**src/rtl/core/swcd_pkg.sv**
```systemverilog
package swcd_pkg;

    localparam int RX_BYTE_W = 8;
    localparam int WORD_W    = 16;
    localparam int STATUS_W  = 2;
    localparam int POS_W     = 3;

    // crc-8, msb first, no final xor
    localparam logic [7:0] CRC_INIT = 8'hFF;
    localparam logic [7:0] CRC_POLY = 8'h31;

    // check status codes
    localparam logic [STATUS_W-1:0] STATUS_OK         = 2'd0;
    localparam logic [STATUS_W-1:0] STATUS_FIRST_BAD  = 2'd1;
    localparam logic [STATUS_W-1:0] STATUS_SECOND_BAD = 2'd2;
    localparam logic [STATUS_W-1:0] STATUS_UNUSED     = 2'd3;

    // byte position codes within one reply
    localparam logic [POS_W-1:0] POS_FIRST_HI   = 3'd0;
    localparam logic [POS_W-1:0] POS_FIRST_LO   = 3'd1;
    localparam logic [POS_W-1:0] POS_FIRST_CRC  = 3'd2;
    localparam logic [POS_W-1:0] POS_SECOND_HI  = 3'd3;
    localparam logic [POS_W-1:0] POS_SECOND_LO  = 3'd4;
    localparam logic [POS_W-1:0] POS_SECOND_CRC = 3'd5;

    typedef struct packed {
        logic [WORD_W-1:0]   first_word;
        logic [WORD_W-1:0]   second_word;
        logic [STATUS_W-1:0] status;
    } t_result;

    // one byte through the crc, eight shift steps of xor logic
    function automatic logic [7:0] crc8_byte(input logic [7:0] crc, input logic [7:0] b);
        logic [7:0] c;
        c = crc ^ b;
        for (int k = 0; k < 8; k++) begin
            if (c[7]) begin
                c = {c[6:0], 1'b0} ^ CRC_POLY;
            end else begin
                c = {c[6:0], 1'b0};
            end
        end
        return c;
    endfunction

endpackage

```
**src/rtl/core/swcd_frame_ctrl.sv**
```systemverilog
module swcd_frame_ctrl (
    input  logic                               i_clk,
    input  logic                               i_rst_n,
    input  logic                               i_accept,
    input  logic [swcd_pkg::RX_BYTE_W-1:0]     i_rx_byte,
    input  logic                               i_frame_start,
    output logic                               o_result_valid,
    output swcd_pkg::t_result                  o_result
);

    logic [swcd_pkg::POS_W-1:0]  r_pos, n_pos;
    logic [7:0]                  r_crc, n_crc;
    logic [swcd_pkg::WORD_W-1:0] r_first, n_first;
    logic [7:0]                  r_second_hi, n_second_hi;
    logic [7:0]                  r_second_lo, n_second_lo;
    logic                        r_first_bad, n_first_bad;

    logic [swcd_pkg::POS_W-1:0]  v_pos;
    logic [7:0]                  v_crc_seed;
    logic [7:0]                  v_crc_next;
    logic                        v_last;

    // restart and unreachable positions map to the first byte
    assign v_pos = (i_frame_start || (r_pos > swcd_pkg::POS_SECOND_CRC))
                   ? swcd_pkg::POS_FIRST_HI : r_pos;
    assign v_crc_seed = (v_pos == swcd_pkg::POS_FIRST_HI) ? swcd_pkg::CRC_INIT : r_crc;
    assign v_crc_next = swcd_pkg::crc8_byte(v_crc_seed, i_rx_byte);

    always_comb begin
        n_pos       = r_pos;
        n_crc       = r_crc;
        n_first     = r_first;
        n_second_hi = r_second_hi;
        n_second_lo = r_second_lo;
        n_first_bad = r_first_bad;
        v_last      = 1'b0;
        unique case (v_pos)
            swcd_pkg::POS_FIRST_HI: begin
                n_crc   = v_crc_next;
                n_first = {i_rx_byte, 8'h00};
                n_pos   = swcd_pkg::POS_FIRST_LO;
            end
            swcd_pkg::POS_FIRST_LO: begin
                n_crc        = v_crc_next;
                n_first[7:0] = i_rx_byte;
                n_pos        = swcd_pkg::POS_FIRST_CRC;
            end
            swcd_pkg::POS_FIRST_CRC: begin
                n_first_bad = (r_crc != i_rx_byte);
                n_crc       = swcd_pkg::CRC_INIT;
                n_pos       = swcd_pkg::POS_SECOND_HI;
            end
            swcd_pkg::POS_SECOND_HI: begin
                n_crc       = v_crc_next;
                n_second_hi = i_rx_byte;
                n_pos       = swcd_pkg::POS_SECOND_LO;
            end
            swcd_pkg::POS_SECOND_LO: begin
                n_crc       = v_crc_next;
                n_second_lo = i_rx_byte;
                n_pos       = swcd_pkg::POS_SECOND_CRC;
            end
            swcd_pkg::POS_SECOND_CRC: begin
                v_last = 1'b1;
                n_crc  = swcd_pkg::CRC_INIT;
                n_pos  = swcd_pkg::POS_FIRST_HI;
            end
            default: begin
                n_crc = swcd_pkg::CRC_INIT;
                n_pos = swcd_pkg::POS_FIRST_HI;
            end
        endcase
    end

    always_ff @(posedge i_clk) begin
        if (!i_rst_n) begin
            r_pos <= swcd_pkg::POS_FIRST_HI;
            r_crc <= swcd_pkg::CRC_INIT;
        end else if (i_accept) begin
            r_pos <= n_pos;
            r_crc <= n_crc;
        end
    end

    always_ff @(posedge i_clk) begin
        if (i_accept) begin
            r_first     <= n_first;
            r_second_hi <= n_second_hi;
            r_second_lo <= n_second_lo;
            r_first_bad <= n_first_bad;
        end
    end

    assign o_result_valid       = i_accept && v_last;
    assign o_result.first_word  = r_first;
    assign o_result.second_word = {r_second_hi, r_second_lo};
    // first word error wins over second
    assign o_result.status = r_first_bad ? swcd_pkg::STATUS_FIRST_BAD
                           : (r_crc != i_rx_byte) ? swcd_pkg::STATUS_SECOND_BAD
                           : swcd_pkg::STATUS_OK;

endmodule

```
**src/rtl/core/swcd_out_stage.sv**
```systemverilog
module swcd_out_stage (
    input  logic              i_clk,
    input  logic              i_rst_n,
    input  logic              i_load,
    input  swcd_pkg::t_result i_result,
    input  logic              i_ready,
    output logic              o_can_accept,
    output logic              o_valid,
    output swcd_pkg::t_result o_result
);

    logic              r_valid, n_valid;
    swcd_pkg::t_result r_result;

    assign o_can_accept = !r_valid || i_ready;

    always_comb begin
        n_valid = r_valid;
        if (i_load) begin
            n_valid = 1'b1;
        end else if (i_ready) begin
            n_valid = 1'b0;
        end
    end

    always_ff @(posedge i_clk) begin
        if (!i_rst_n) begin
            r_valid <= 1'b0;
        end else begin
            r_valid <= n_valid;
        end
    end

    always_ff @(posedge i_clk) begin
        if (i_load) begin
            r_result <= i_result;
        end
    end

    assign o_valid  = r_valid;
    assign o_result = r_result;

endmodule

```
**src/rtl/core/sensor_word_crc_deframer.sv**
```systemverilog
// sensor reply deframer with per-word crc-8 check
//
// input stream: one reply byte per transaction. s tdata carries the byte,
// s tuser flags the first byte of a new reply and drops any partial one.
// a reply is six bytes: word 0 high, low, crc, word 1 high, low, crc.
// output stream: one transaction per complete reply, carrying both words
// in tdata and the check status in tuser (0 ok, 1 first word crc bad,
// 2 second word crc bad; a bad first word wins).
// throughput: one byte per cycle while s tready is high; the crc update is one byte of xor logic
// between the byte position/crc registers and the result register.
// latency: the result shows on the master side the cycle after the sixth
// byte is accepted.
// stall: the result register holds while m tready is low; while it holds a
// result and m tready is low, s tready is low for every byte, so the slave
// side stalls exactly while a result is pending and the receiver stalls.
// reset: synchronous, active low; clears the byte position, restarts the
// crc and empties the result register.
module sensor_word_crc_deframer (
    input  logic                                i_clk,
    input  logic                                i_rst_n,
    // slave side
    input  logic                                i_s_axis_tvalid,
    output logic                                o_s_axis_tready,
    input  logic [swcd_pkg::RX_BYTE_W-1:0]      i_s_axis_tdata,   // [7:0] rx_byte
    input  logic                                i_s_axis_tuser,   // [0] frame_start
    // master side
    output logic                                o_m_axis_tvalid,
    input  logic                                i_m_axis_tready,
    output logic [2*swcd_pkg::WORD_W-1:0]       o_m_axis_tdata,   // [15:0] first_word,
                                                                  // [31:16] second_word
    output logic [swcd_pkg::STATUS_W-1:0]       o_m_axis_tuser    // [1:0] status
);

    logic              s_accept;
    logic              can_accept;
    logic              result_valid;
    swcd_pkg::t_result frame_result;
    swcd_pkg::t_result out_result;

    // a byte is taken whenever the result register can take a new result
    assign o_s_axis_tready = can_accept;
    assign s_accept        = i_s_axis_tvalid && can_accept;

    // byte position, running crc and held word bytes
    swcd_frame_ctrl u_frame_ctrl (
        .i_clk          (i_clk),
        .i_rst_n        (i_rst_n),
        .i_accept       (s_accept),
        .i_rx_byte      (i_s_axis_tdata),
        .i_frame_start  (i_s_axis_tuser),
        .o_result_valid (result_valid),
        .o_result       (frame_result)
    );

    // result register toward the master side
    swcd_out_stage u_out_stage (
        .i_clk        (i_clk),
        .i_rst_n      (i_rst_n),
        .i_load       (result_valid),
        .i_result     (frame_result),
        .i_ready      (i_m_axis_tready),
        .o_can_accept (can_accept),
        .o_valid      (o_m_axis_tvalid),
        .o_result     (out_result)
    );

    assign o_m_axis_tdata = {out_result.second_word, out_result.first_word};
    assign o_m_axis_tuser = out_result.status;

endmodule

```
**config.mk**
```make
export PLATFORM = sky130hd
export DESIGN_NAME = sensor_word_crc_deframer
export DESIGN_NICKNAME = d
export VERILOG_FILES = /design/src/rtl/core/swcd_pkg.sv /design/src/rtl/core/swcd_frame_ctrl.sv /design/src/rtl/core/swcd_out_stage.sv /design/src/rtl/core/sensor_word_crc_deframer.sv
export SDC_FILE = /design/constraint.sdc
export NUM_CORES = 1
export LEC_CHECK = 0
export BUFFER_PORTS_ARGS = -buffer_cell sky130_fd_sc_hd__buf_2
export CORE_MARGIN = 4
export CORE_UTILIZATION = 55
export DETAILED_ROUTE_END_ITERATION = 8
export GPL_ROUTABILITY_DRIVEN = 0
export HOLD_SLACK_MARGIN = 0.05
export PLACE_DENSITY = 0.83
export SYNTH_ARGS = -nofsm -noshare
export SYNTH_HDL_FRONTEND = slang
export SYNTH_SLANG_ARGS = --single-unit
```
**constraint.sdc**
```tcl
create_clock -name i_clk -period 2.55 [get_ports i_clk]
set_clock_uncertainty 0.05 [all_clocks]
set_input_delay 0.3825 -clock i_clk [delete_from_list [all_inputs] [get_ports i_clk]]
set_output_delay 0.3825 -clock i_clk [all_outputs]
set_load 0.1 [all_outputs]
```
==> flow_results.org, run 1 <==
** Clock network
- In this run the post-CTS setup repair buffer count came out at 0.
- Max Buffers Root-to-Sink :: 2
- Clock tree synthesis inserted a total of 9 buffers.
- Clk sinks :: about 80
- After clock tree synthesis, the clock-pin slew on the worst setup and hold paths is about 0.09 ns.
- The tree is rooted in a sky130_fd_sc_hd__clkbuf_8.
- Clk Latency, worst-skew pair :: about 0.35 ns
- Number of levels in the clock H-tree :: 3
- TritonCTS built the clock tree.

** Synthesis
- Ranking of synthesized cells by area :: sky130_fd_sc_hd__edfxtp_1 66%, sky130_fd_sc_hd__dfxtp_1 7.8%, sky130_fd_sc_hd__xnor2_1 5.1%
- Fraction of the mapped netlist area in compound gates :: 0.0750
- Counting distinct cell types in the post-synthesis netlist gives 34.
- Post-synthesis async set-or-reset flop share :: 0
- Most instantiated cells after synthesis :: 67 x sky130_fd_sc_hd__edfxtp_1, 18 x sky130_fd_sc_hd__xnor2_1, 12 x sky130_fd_sc_hd__dfxtp_1, 12 x sky130_fd_sc_hd__nor2_1
- Of the total synthesized cell area, the portion taken by full adders, half adders and majority gates is 0.
- Number of standard cells after synthesis :: roughly 210
- Share of the yosys chip area belonging to registers :: 0.734
- Of the post-synthesis cell area, the dominant cell type holds 0.656.
- Library cell with the highest instance count after synthesis :: sky130_fd_sc_hd__edfxtp_1
- Simple-gate portion of the synthesized area :: 0.0970
- Post-synthesis average cell area :: 14.9 µm²
- Of the post-synthesis cell area, the part taken by muxes is 0.
- Synth Net Count :: 219
- Post-synthesis share of cell area spent on xor and xnor gates :: 0.0799
- Predominant post-synthesis flop cell :: sky130_fd_sc_hd__edfxtp_1
- Area of the mapped netlist :: 3070 µm²
- The synthesized design spends more area on one cell type than any other, namely sky130_fd_sc_hd__edfxtp_1.
- The synthesized design contains between 60 and 70 enable-type register cells.
- Number of storage elements in the synthesis netlist :: about 80
- The Yosys step of the flow raised 0 warnings.
- Dominant combinational cell family by area after synthesis :: simple AND/OR/NAND/NOR gates

** Worst setup path
- Critical path buffer and inverter count :: 0
- The setup check on the worst reg-to-reg path leaves a slack of about 0.24 ns.
- On the critical path, the stage with the largest delay is an instance of sky130_fd_sc_hd__dfxtp_1.
- The worst register-to-register path begins at u_frame_ctrl.r_pos[0].
- Largest stage delay on the critical path :: 0.52 ns
- Measured in cells, the most critical reg-to-reg path has a length of 6.
- CP Cell Sequence :: nor3_2 > or3_1 > a211oi_1 > a211oi_1 > or4b_1 > o311a_1
- Family with the most delay on the worst path :: simple AND/OR/NAND/NOR gates
- Data on the critical path is required at its endpoint by between 2 and 3 ns.
- Crit Path Max Fanout :: 11
- Endpoint kind of the worst setup timing path :: flip-flop
- The endpoint identified for the worst register-to-register timing path is u_frame_ctrl.r_crc[5].
- CP dominant cell by count :: sky130_fd_sc_hd__a211oi_1
- Data on the critical path arrives at its endpoint at about 2.5 ns.
- Critical path launch point type :: flip-flop
- The setup path with the least slack is of type reg2reg.

** Global routing
- The first global-routing pass estimated approximately 8500 µm of wire.
- All-layer global routing usage :: 0.177
- Largest net degree at the start of global routing :: 35
- The via count of the first global-routing pass was about 1,800.
- The initial antenna violation count was 0.
- Overflow left after global routing :: 0

** Detailed routing
- After detailed routing, the number of remaining DRC violations is 0.
- Vias per std cell :: about 5.2
- The final layout contains routed wiring with a total length of ~5300 µm.
- The pre-antenna-repair detailed-routing pass consisted of 4 iterations.
- Routed length per placed instance :: between 15 and 20 µm
- The count of nets left with antenna violations once routing finished came out at 0.
- Starting DRT DRC Count :: 100
- For this block, the via count after detailed routing is around 1,800.

** Run status
- The run finished with clean final reports.

** Finish
- Relative to the synthesized area, the layout overhead comes to 18.9%.
- In the final layout, the share of cells above drive strength 1 is 0.288.
- Nets@finish :: 279
- Antenna fix cells :: 0

** Power
- The completed layout was analyzed and its total power is roughly 2600 µW.
- Leakage power figure :: 0.00129 µW
- Power density of the placed cells :: about 710 nW/µm²
- Peak supply drop :: roughly 280 µV

** Timing
- Of the available clock period, the critical path in the final layout requires 0.905.
- Setup repair after global routing left no endpoint under its margin.
- Highest Clock Rate :: about 430 MHz
- Setup-violating endpoint count in the final report :: 0
- For the pin with the worst max-slew slack, the measured transition is a little over 0.6 ns.
- Setup total negative slack on the finished layout was measured at 0 ns.
- Final critical path time including I/O delays and setup :: between 2 and 2.5 ns
- The number of failing hold endpoints at the final stage came to 0.
- Final count of pins violating max slew :: 0
- In this run the tightest slew margin relative to its limit is 0.587.

** Floorplan
- a little under 50 I/O pins were placed.
- The floorplan step set the die height to a little over 80 µm.
- Die width :: roughly 83 µm
- Area of the core region :: around 5300 µm²
- Row count :: 26
- The initial utilization of the core area, before any placement, comes to 0.582.
- The die covers 6840 µm².

** Worst hold path
- The worst hold path begins at i_rst_n.
- Along the worst hold path, the cell count comes to 2.
- The path with the worst hold slack has its endpoint at u_frame_ctrl.r_crc[2].
- In this run the worst hold path is classified as in2reg.

** Place
- Port buffering added 48 buffers.
- After legalization and detailed placement, the total HPWL measured 3670 µm.

** Run
- Max-capacitance violation count :: 0
worst reg2reg max path: stages, from the launching register on:
cell                       delay (ns)
sky130_fd_sc_hd__dfxtp_1         0.52
sky130_fd_sc_hd__nor3_2          0.15
sky130_fd_sc_hd__or3_1           0.40
sky130_fd_sc_hd__a211oi_1        0.32
sky130_fd_sc_hd__a211oi_1        0.13
sky130_fd_sc_hd__or4b_1          0.51
sky130_fd_sc_hd__o311a_1         0.12
through the flow:
stage	area (µm²)	setup WS (ns)	instances	utilization	hold slack [ns]
4_1_cts	3650	0.0928	341	0.692	0.200
6_report	3650	0.242	341	0.692	0.209
2_1_floorplan	3080	0.161	206	-	0.350
5_1_grt	3650	0.106	341	0.692	0.216
3_5_place_dp	3440	0.107	325	0.653	0.355
3_3_place_gp	3440	0.185	325	0.653	0.351
cell usage in the layout, fill, tap and decap left out, drive strengths merged:
cell type,n
nor3b,3
nand2,11
a21boi,1
o32ai,1
clkinv,1
buf,55
a21oi,11
o22ai,2
nor2b,1
clkbuf,9
nand3,4
inv,4
nand2b,1
a31oi,1
a211o,4
o311a,1
a211oi,3
nor3,7
dfxtp,12
and3b,1
bufinv,1
xor2,10
xnor2,18
o211a,2
or3,3
edfxtp,67
or4b,1
clkinvlp,4
nor2,12
o21a,1
nor4,2
o21ai,6
o211ai,2
and2,9
kinds of logic (layout without fill, tap and decap cells):
kind of cell           count (synthesis)  count (layout)
XOR/XNOR                              28              28
buffers and inverters                  9              74
AND/OR/NAND/NOR                       55              55
AO/OA/AOI/OAI                         35              35
flip-flops                            79              79
sequential cells by signal (all words and copies together), names as in the netlist:
name and count:
u_out_stage.o_result 34, u_frame_ctrl.r_first 16, u_frame_ctrl.r_crc 8, u_frame_ctrl.r_second_hi 8, u_frame_ctrl.r_second_lo 8, u_frame_ctrl.r_pos 3, u_frame_ctrl.r_first_bad 1, u_out_stage.o_valid 1
power by group:
group	internal [µW]	total, µW	leakage [µW]	switching (µW)
Clock	463	924	0.0000940	461
Sequential	1430	1460	0.000721	33.8
Combinational	96.0	207	0.000477	111
layout make-up:
type	instances	area [µm²]
sequential	79	2250
fill	392	1620
multi-input combinational	118	781
timing repair buffer	55	305
clock buffer	9	124
tap	70	87.6
clock inverter	7	81.3
inverter	3	15.0
what timing repair did:
action,4_1_cts,5_1_grt
resized for setup,0,1
endpoints found under the setup margin,0,1
hold buffers,0,0
layer usage:
| layer | wire (µm) | GRT usage | part of all wire | vias to the layer above |
|---|---|---|---|---|
| met2 | 2370 | 0.257 | 0.45 | 66 |
| met5 | 0 | 0 | 0 | - |
| met1 | 2390 | 0.242 | 0.45 | 826 |
| li1 | - | - | - | 881 |
| met4 | 162 | 0.108 | 0.030 | 0 |
| met3 | 394 | 0.0390 | 0.074 | 17 |
worst max path at each step:
| stage | startpoint | end | slack, ns | cells after the start |
|---|---|---|---|---|
| after CTS | u_frame_ctrl.r_pos[1] | u_frame_ctrl.r_crc[5] | 0.09 | 6 |
| after global placement | i_s_axis_tuser | u_frame_ctrl.r_crc[5] | 0.19 | 7 |
| final | u_frame_ctrl.r_pos[0] | u_frame_ctrl.r_crc[5] | 0.24 | 6 |
| after global routing | u_frame_ctrl.r_pos[0] | u_frame_ctrl.r_crc[5] | 0.11 | 6 |
| after floorplan | u_out_stage.o_valid | u_out_stage.o_result[0] | 0.16 | 5 |
| after detailed placement | u_frame_ctrl.r_pos[1] | u_frame_ctrl.r_crc[5] | 0.11 | 6 |
(Power assumes the default switching activity.)
==> run 2: changes to the inputs <==
CORE_MARGIN = not set   (was 4)
HOLD_SLACK_MARGIN = not set   (was 0.05)
==> run 2 against run 1 <==
Via count is 1.8% higher; total power is 2.3% lower; critical path type unchanged; sequential power hardly changed.
==> flow_results.org, run 2 (synthesized netlist as in run 1, its figures left out) <==
** Power
- Summing internal, switching and leakage power gives 2540 µW.
- Power density of the placed cells :: about 710 nW/µm²
- Leakage power figure :: 0.00127 µW
- Peak supply drop :: around 330 µV

** Run
- Max-capacitance violation count :: 0

** Worst setup path
- In this run the worst path has a maximum fanout of 11.
- Required time at the endpoint of the critical path :: between 2 and 3 ns
- Signal arrival time at the worst endpoint :: approximately 2.5 ns
- Endpoint kind of the worst setup timing path :: flip-flop
- By startpoint and endpoint, the worst setup path is classified as reg2reg.
- The worst setup path is launched from a flip-flop.

** Finish
- The number of antenna diodes in the final layout is 0.
- The finished cells cover between 3000 and 4000 µm².
- The library cell used most frequently in the layout, excluding fill and tap cells, is sky130_fd_sc_hd__edfxtp_1.
- In the final layout, the share of cells above drive strength 1 is 0.269.
- From synthesis to final layout, the design area changed by 17.1%.
- The register with the most flip-flops in the layout has 34 of them.
- For this run, the post-layout net count is 276.
- Most frequent cells in the layout :: 67 x sky130_fd_sc_hd__edfxtp_1, 48 x sky130_fd_sc_hd__buf_2, 18 x sky130_fd_sc_hd__xnor2_1

** Floorplan
- The die covers 5880 µm².
- The die is roughly 77 µm wide.
- The region available for standard cell placement spans between 5000 and 6000 µm².
- Row count :: 26
- For this configuration, the core starts out at a cell density of 0.586.
- Pin placement for this block handled 49 I/O pins.
- Vertical die dimension :: between 70 and 80 µm

** Detailed routing
- Number of detailed-routing iterations run before antenna repair :: 4
- Final routed DRC violation total :: 0
- Starting DRT DRC Count :: between 100 and 150
- Routed length per placed instance :: 15.6 µm
- Total detailed-routing wirelength :: 5280 µm
- Post-DRT Antenna Nets :: 0
- Vias per std cell :: ~5.4
- The routed layout has ~1,800 vias.

** Clock network
- Clock tree synthesis found a total of around 80 sinks.
- Clock tree root buffer cell :: sky130_fd_sc_hd__clkbuf_8
- The later pin in the worst-skew pair is clocked with a latency of between 0.3 and 0.4 ns.
- Number of buffers inserted during clock tree synthesis :: 9
- Hold repair after CTS inserted 0 buffers.
- CTS tree :: done
- The H-tree was split into 3 levels.
- Buffers added to address setup during post-CTS repair amount to 0.
- Clock-pin slew was measured on the worst setup and hold paths at approximately 0.080 ns.
- Max Buffers Root-to-Sink :: 2

** Run status
- The run finished with clean final reports.

** Global routing
- Entering global routing, the biggest net connects 35 pins.
- The initial antenna violation count came to 0.
- Via count of the first global-routing pass :: roughly 1,700
- First-pass GRT wire length :: 8580 µm
- Overflow left after global routing :: 0
- For this run, the total global-route usage over all layers was measured as 0.198.

** Timing
- Setup-violating endpoint count in the final report :: 0
- In the final timing run, aggregate negative setup slack is 0 ns.
- The count of pins over their slew limit is 0.
- The number of failing hold endpoints at the final stage is 0.
- At the pin with the least slew margin, the transition time is about 0.7 ns.
- After layout, the minimum clock period comes to around 2.3 ns.
- Setup repair after global routing left no endpoint under its margin.
- Final worst path period share :: 0.908
- Headroom to the max-slew limit came out at 0.544.
- Highest Clock Rate :: roughly 430 MHz

** Place
- HPWL Detailed :: 3720 µm
- Number of port buffers :: 48
- Dpl cell area :: approximately 3400 µm²

** Worst hold path
- Hold crit path type :: in2reg
-- run 2: timing repair --
item                                   4_1_cts  5_1_grt
resized for setup                            0        1
setup endpoints to repair                    0        1
endpoints found under the hold margin        0        0
-- run 2: worst max-delay path, stage by stage, from the launching register on --
cell	delay, ns
sky130_fd_sc_hd__dfxtp_1	0.52
sky130_fd_sc_hd__nor3_2	0.14
sky130_fd_sc_hd__or3_1	0.39
sky130_fd_sc_hd__a211oi_1	0.33
sky130_fd_sc_hd__a211oi_1	0.13
sky130_fd_sc_hd__or4b_1	0.51
sky130_fd_sc_hd__o311a_1	0.12
-- run 2: worst paths after layout --
path | from | end | slack [ns] | depth (start not counted)
worst max-delay path | u_frame_ctrl.r_pos[0] | u_frame_ctrl.r_crc[5] | 0.23 | 6
worst min-delay path | i_rst_n | u_frame_ctrl.r_crc[2] | 0.22 | 2
worst max register to register | u_frame_ctrl.r_pos[0] | u_frame_ctrl.r_crc[5] | 0.23 | 6
worst min register to register | u_frame_ctrl.r_first[11] | u_out_stage.o_result[29] | 0.37 | 0
-- run 2: layout make-up --
cell class	instances	area, µm²
inverter	3	15.0
clock buffer	9	124
sequential	79	2250
tap	70	87.6
fill	378	1640
clock inverter	7	62.6
timing repair buffer	52	270
multi-input combinational	118	781
-- run 2: per-layer routing --
metal	GRT usage	up-vias	part of all wire
met5	0	-	0
met4	0.0750	0	0.0091
met3	0.0571	6	0.069
met2	0.301	79	0.47
met1	0.272	856	0.45
li1	-	881	-
-- run 2: stage by stage --
step / hold WS [ns] / util / setup slack (ns) / std cells
global placement: 0.351 / 0.651 / 0.185 / 322
global route: 0.212 / 0.686 / 0.0746 / 338
CTS: 0.200 / 0.686 / 0.111 / 338
floorplan: 0.350 / - / 0.161 / 206
detailed placement: 0.355 / 0.651 / 0.125 / 322
finish: 0.225 / 0.686 / 0.235 / 338
-- run 2: power breakdown --
part | internal (µW) | leakage, µW | switching [µW] | total, µW
Sequential | 1430 | 0.000721 | 32.3 | 1460
Combinational | 90.2 | 0.000459 | 109 | 199
Clock | 444 | 0.0000921 | 431 | 874
Total | 1960 | 0.00127 | 572 | 2540
==> run 3: changes to the inputs <==
MAX_ROUTING_LAYER = met4   (was not set)
==> run 3 against run 2 <==
Clock-buffer cell count is the same; critical path depth did not move; sequential share of layout area did not move; largest cell class unchanged; largest power group unchanged.
==> flow_results.org, run 3 (synthesized netlist as in run 1, its figures left out) <==
** Run status
- The run finished with clean final reports.

** Power
- Across the VDD grid, the largest voltage drop is about 330 µV.
- Power spread over the standard cell area amounts to a little over 700 nW/µm².
- In this run the static leakage power is about 0.0013 µW.

** Finish
- Cell area after layout :: 3590 µm²
- For this run, the post-layout net count is 276.
- The sequential cells in the finished layout cover a total of around 2300 µm².
- Fillcell total :: ~380
- From synthesis to final layout, the design area changed by 17.1%.
- Most common cell after layout, fill and taps aside :: sky130_fd_sc_hd__edfxtp_1
- In the final layout, the multi-input gates occupy around 800 µm².
- Most frequent cells in the layout :: 67 x sky130_fd_sc_hd__edfxtp_1, 48 x sky130_fd_sc_hd__buf_2, 18 x sky130_fd_sc_hd__xnor2_1
- The number of antenna diodes in the final layout is 0.
- Layout cell share with drive strength beyond 1 :: 0.269
- Measured on the finished design, the core utilization comes to 0.686.
- The register with the most flip-flops in the layout has 34 of them.

** Worst hold path
- Hold Path Origin :: i_rst_n
- The worst hold path belongs to the class in2reg.
- The worst hold path passes through 2 cells.
- For hold timing, the worst endpoint is u_frame_ctrl.r_crc[2].

** Detailed routing
- For this block, the initial DRC count from the detailed router was 130.
- Wires add up to 5280 µm.
- After detailed routing, the average wire length per cell comes to about 16 µm.
- Overall via count from detail_route :: between 1,500 and 2,000
- Post-DRT Antenna Nets :: 0
- In the routed design, unresolved DRC markers number 0.
- The first TritonRoute pass finished after 4 iterations.
- Using the TritonRoute via totals, the vias-per-cell ratio works out to 5.31.

** Clock network
- In this run, CTS created clock tree buffers numbering 9.
- Clock tree root buffer cell :: sky130_fd_sc_hd__clkbuf_8
- CTS tree :: done
- Once the clock tree was built, the setup fixing pass inserted 0 buffers.
- Clk Latency, worst-skew pair :: about 0.34 ns
- Clock-pin slew was measured on the worst setup and hold paths at 0.08 ns.
- Clk sinks :: 79
- Max Buffers Root-to-Sink :: 2
- The H-tree was split into 3 levels.

** Timing
- The number of failing hold endpoints at the final stage was 0.
- Max-Slew Margin vs Limit :: 0.545
- Setup violations remaining at the end of the flow were counted as 0.
- Final critical path time including I/O delays and setup :: roughly 2.3 ns
- Based on the critical path, the design can be clocked at up to 433 MHz.
- Unrepaired setup endpoints after global routing :: no
- Final worst path period share :: 0.906
- Summed over all failing endpoints, the final setup total negative slack is 0 ns.
- Slew of the pin with the lowest slew margin :: approximately 0.68 ns
- Final count of pins violating max slew :: 0

** Global routing
- Across every metal layer, demand over resource in global routing totals 0.204.
- Overflow left after global routing :: 0
- First-pass GRT wire length :: between 8000 and 9000 µm
- Via count of the first global-routing pass :: around 1,700
- Largest net degree at the start of global routing :: 35
- Initial antenna violation count :: 0

** Worst setup path
- Worst flop-to-flop path startpoint :: u_frame_ctrl.r_pos[0]
- Signal arrival time at the worst endpoint :: ~2.5 ns
- Data on the critical path is required at its endpoint by 2.73 ns.
- Of all nets on the critical path, the largest fanout is 11.
- Largest stage delay on the critical path :: around 0.52 ns
- STA classifies the critical path startpoint as a flip-flop.
- By instance count, the cell type seen most on the critical path is sky130_fd_sc_hd__a211oi_1.
- Family with the most delay on the worst path :: simple AND/OR/NAND/NOR gates
- Among all stages on the critical path, the largest delay is contributed by sky130_fd_sc_hd__dfxtp_1.
- CP Cell Sequence :: nor3_2 > or3_1 > a211oi_1 > a211oi_1 > or4b_1 > o311a_1
- Crit Path Class :: reg2reg
- Number of cells on the worst reg-to-reg path :: 6
- Critical path buffer and inverter count :: 0
- The worst register-to-register path ends at u_frame_ctrl.r_crc[5].
- STA classifies the critical path endpoint as a flip-flop.
- The setup check on the worst reg-to-reg path leaves a slack of about 0.24 ns.

** Run
- Max-capacitance violation count :: 0

** Floorplan
- Measured along the x axis, the die boundary spans between 70 and 80 µm.
- Row generation in the floorplan step produced 26 rows.
- Area of the core region :: around 5200 µm²
- Num ports :: a little under 50
- Die Outline Area :: just under 6000 µm²
- For this configuration, the core starts out at a cell density of 0.586.
- Vertical die dimension :: 76.7 µm

** Place
- Number of port buffers :: 48
- HPWL Detailed :: around 3700 µm
- The placed instances occupy a cell area of 3410 µm².
-- run 3: cell counts in the layout (fill, tap and decap cells not counted) --
Identical to the previous run, type by type.
-- run 3: worst max path at each step --
stage | start | to | depth (start not counted)
after global placement | i_s_axis_tuser | u_frame_ctrl.r_crc[5] | 7
final | u_frame_ctrl.r_pos[0] | u_frame_ctrl.r_crc[5] | 6
after CTS | u_frame_ctrl.r_pos[1] | u_frame_ctrl.r_crc[5] | 6
after floorplan | u_out_stage.o_valid | u_out_stage.o_result[0] | 5
after detailed placement | i_s_axis_tuser | u_frame_ctrl.r_crc[5] | 7
after global routing | u_frame_ctrl.r_pos[0] | u_frame_ctrl.r_crc[5] | 6
-- run 3: where the power goes --
| part | internal [µW] | switching [µW] | total [µW] |
|---|---|---|---|
| Clock | 444 | 431 | 875 |
| Combinational | 90.2 | 109 | 199 |
| Sequential | 1430 | 32.6 | 1460 |
| Total | 1960 | 573 | 2540 |
-- run 3: routing by layer --
metal,wire length [µm],GRT usage,vias to the layer above
met1,2490,0.272,851
li1,-,-,881
met5,0,-,-
met3,242,0.0571,6
met2,2510,0.301,58
met4,46,0.0750,0
-- run 3: area by class of cell --
type | count | area share
Clock buffer | 9 | 0.0345
Tap cell | 70 | 0.0244
Sequential cell | 79 | 0.627
Inverter | 3 | 0.00418
Clock inverter | 7 | 0.0174
Multi-Input combinational cell | 118 | 0.217
Timing Repair Buffer | 52 | 0.0752
-- run 3: repair_timing --
action	4_1_cts	5_1_grt
hold buffers	0	0
gates resized for setup	0	1
endpoints found under the setup margin	0	1
-- run 3: through the flow --
stage / total power (µW) / worst slack (ns) / cells / hold slack (ns)
finish: 2540 / 0.239 / 338 / 0.221
global route: 2630 / 0.0745 / 338 / 0.212
CTS: 2550 / 0.111 / 338 / 0.200
detailed placement: 1690 / 0.125 / 322 / 0.355
global placement: 1680 / 0.185 / 322 / 0.351
floorplan: 1630 / 0.161 / 206 / 0.350
-- run 3: worst register-to-register path, delay by kind of cell (launching register included) --
family | cells | cell delay, ns
and+or+nand+nor | 3 | 1.04
AOI/OAI and AO/OA | 3 | 0.58
DFF | 1 | 0.52
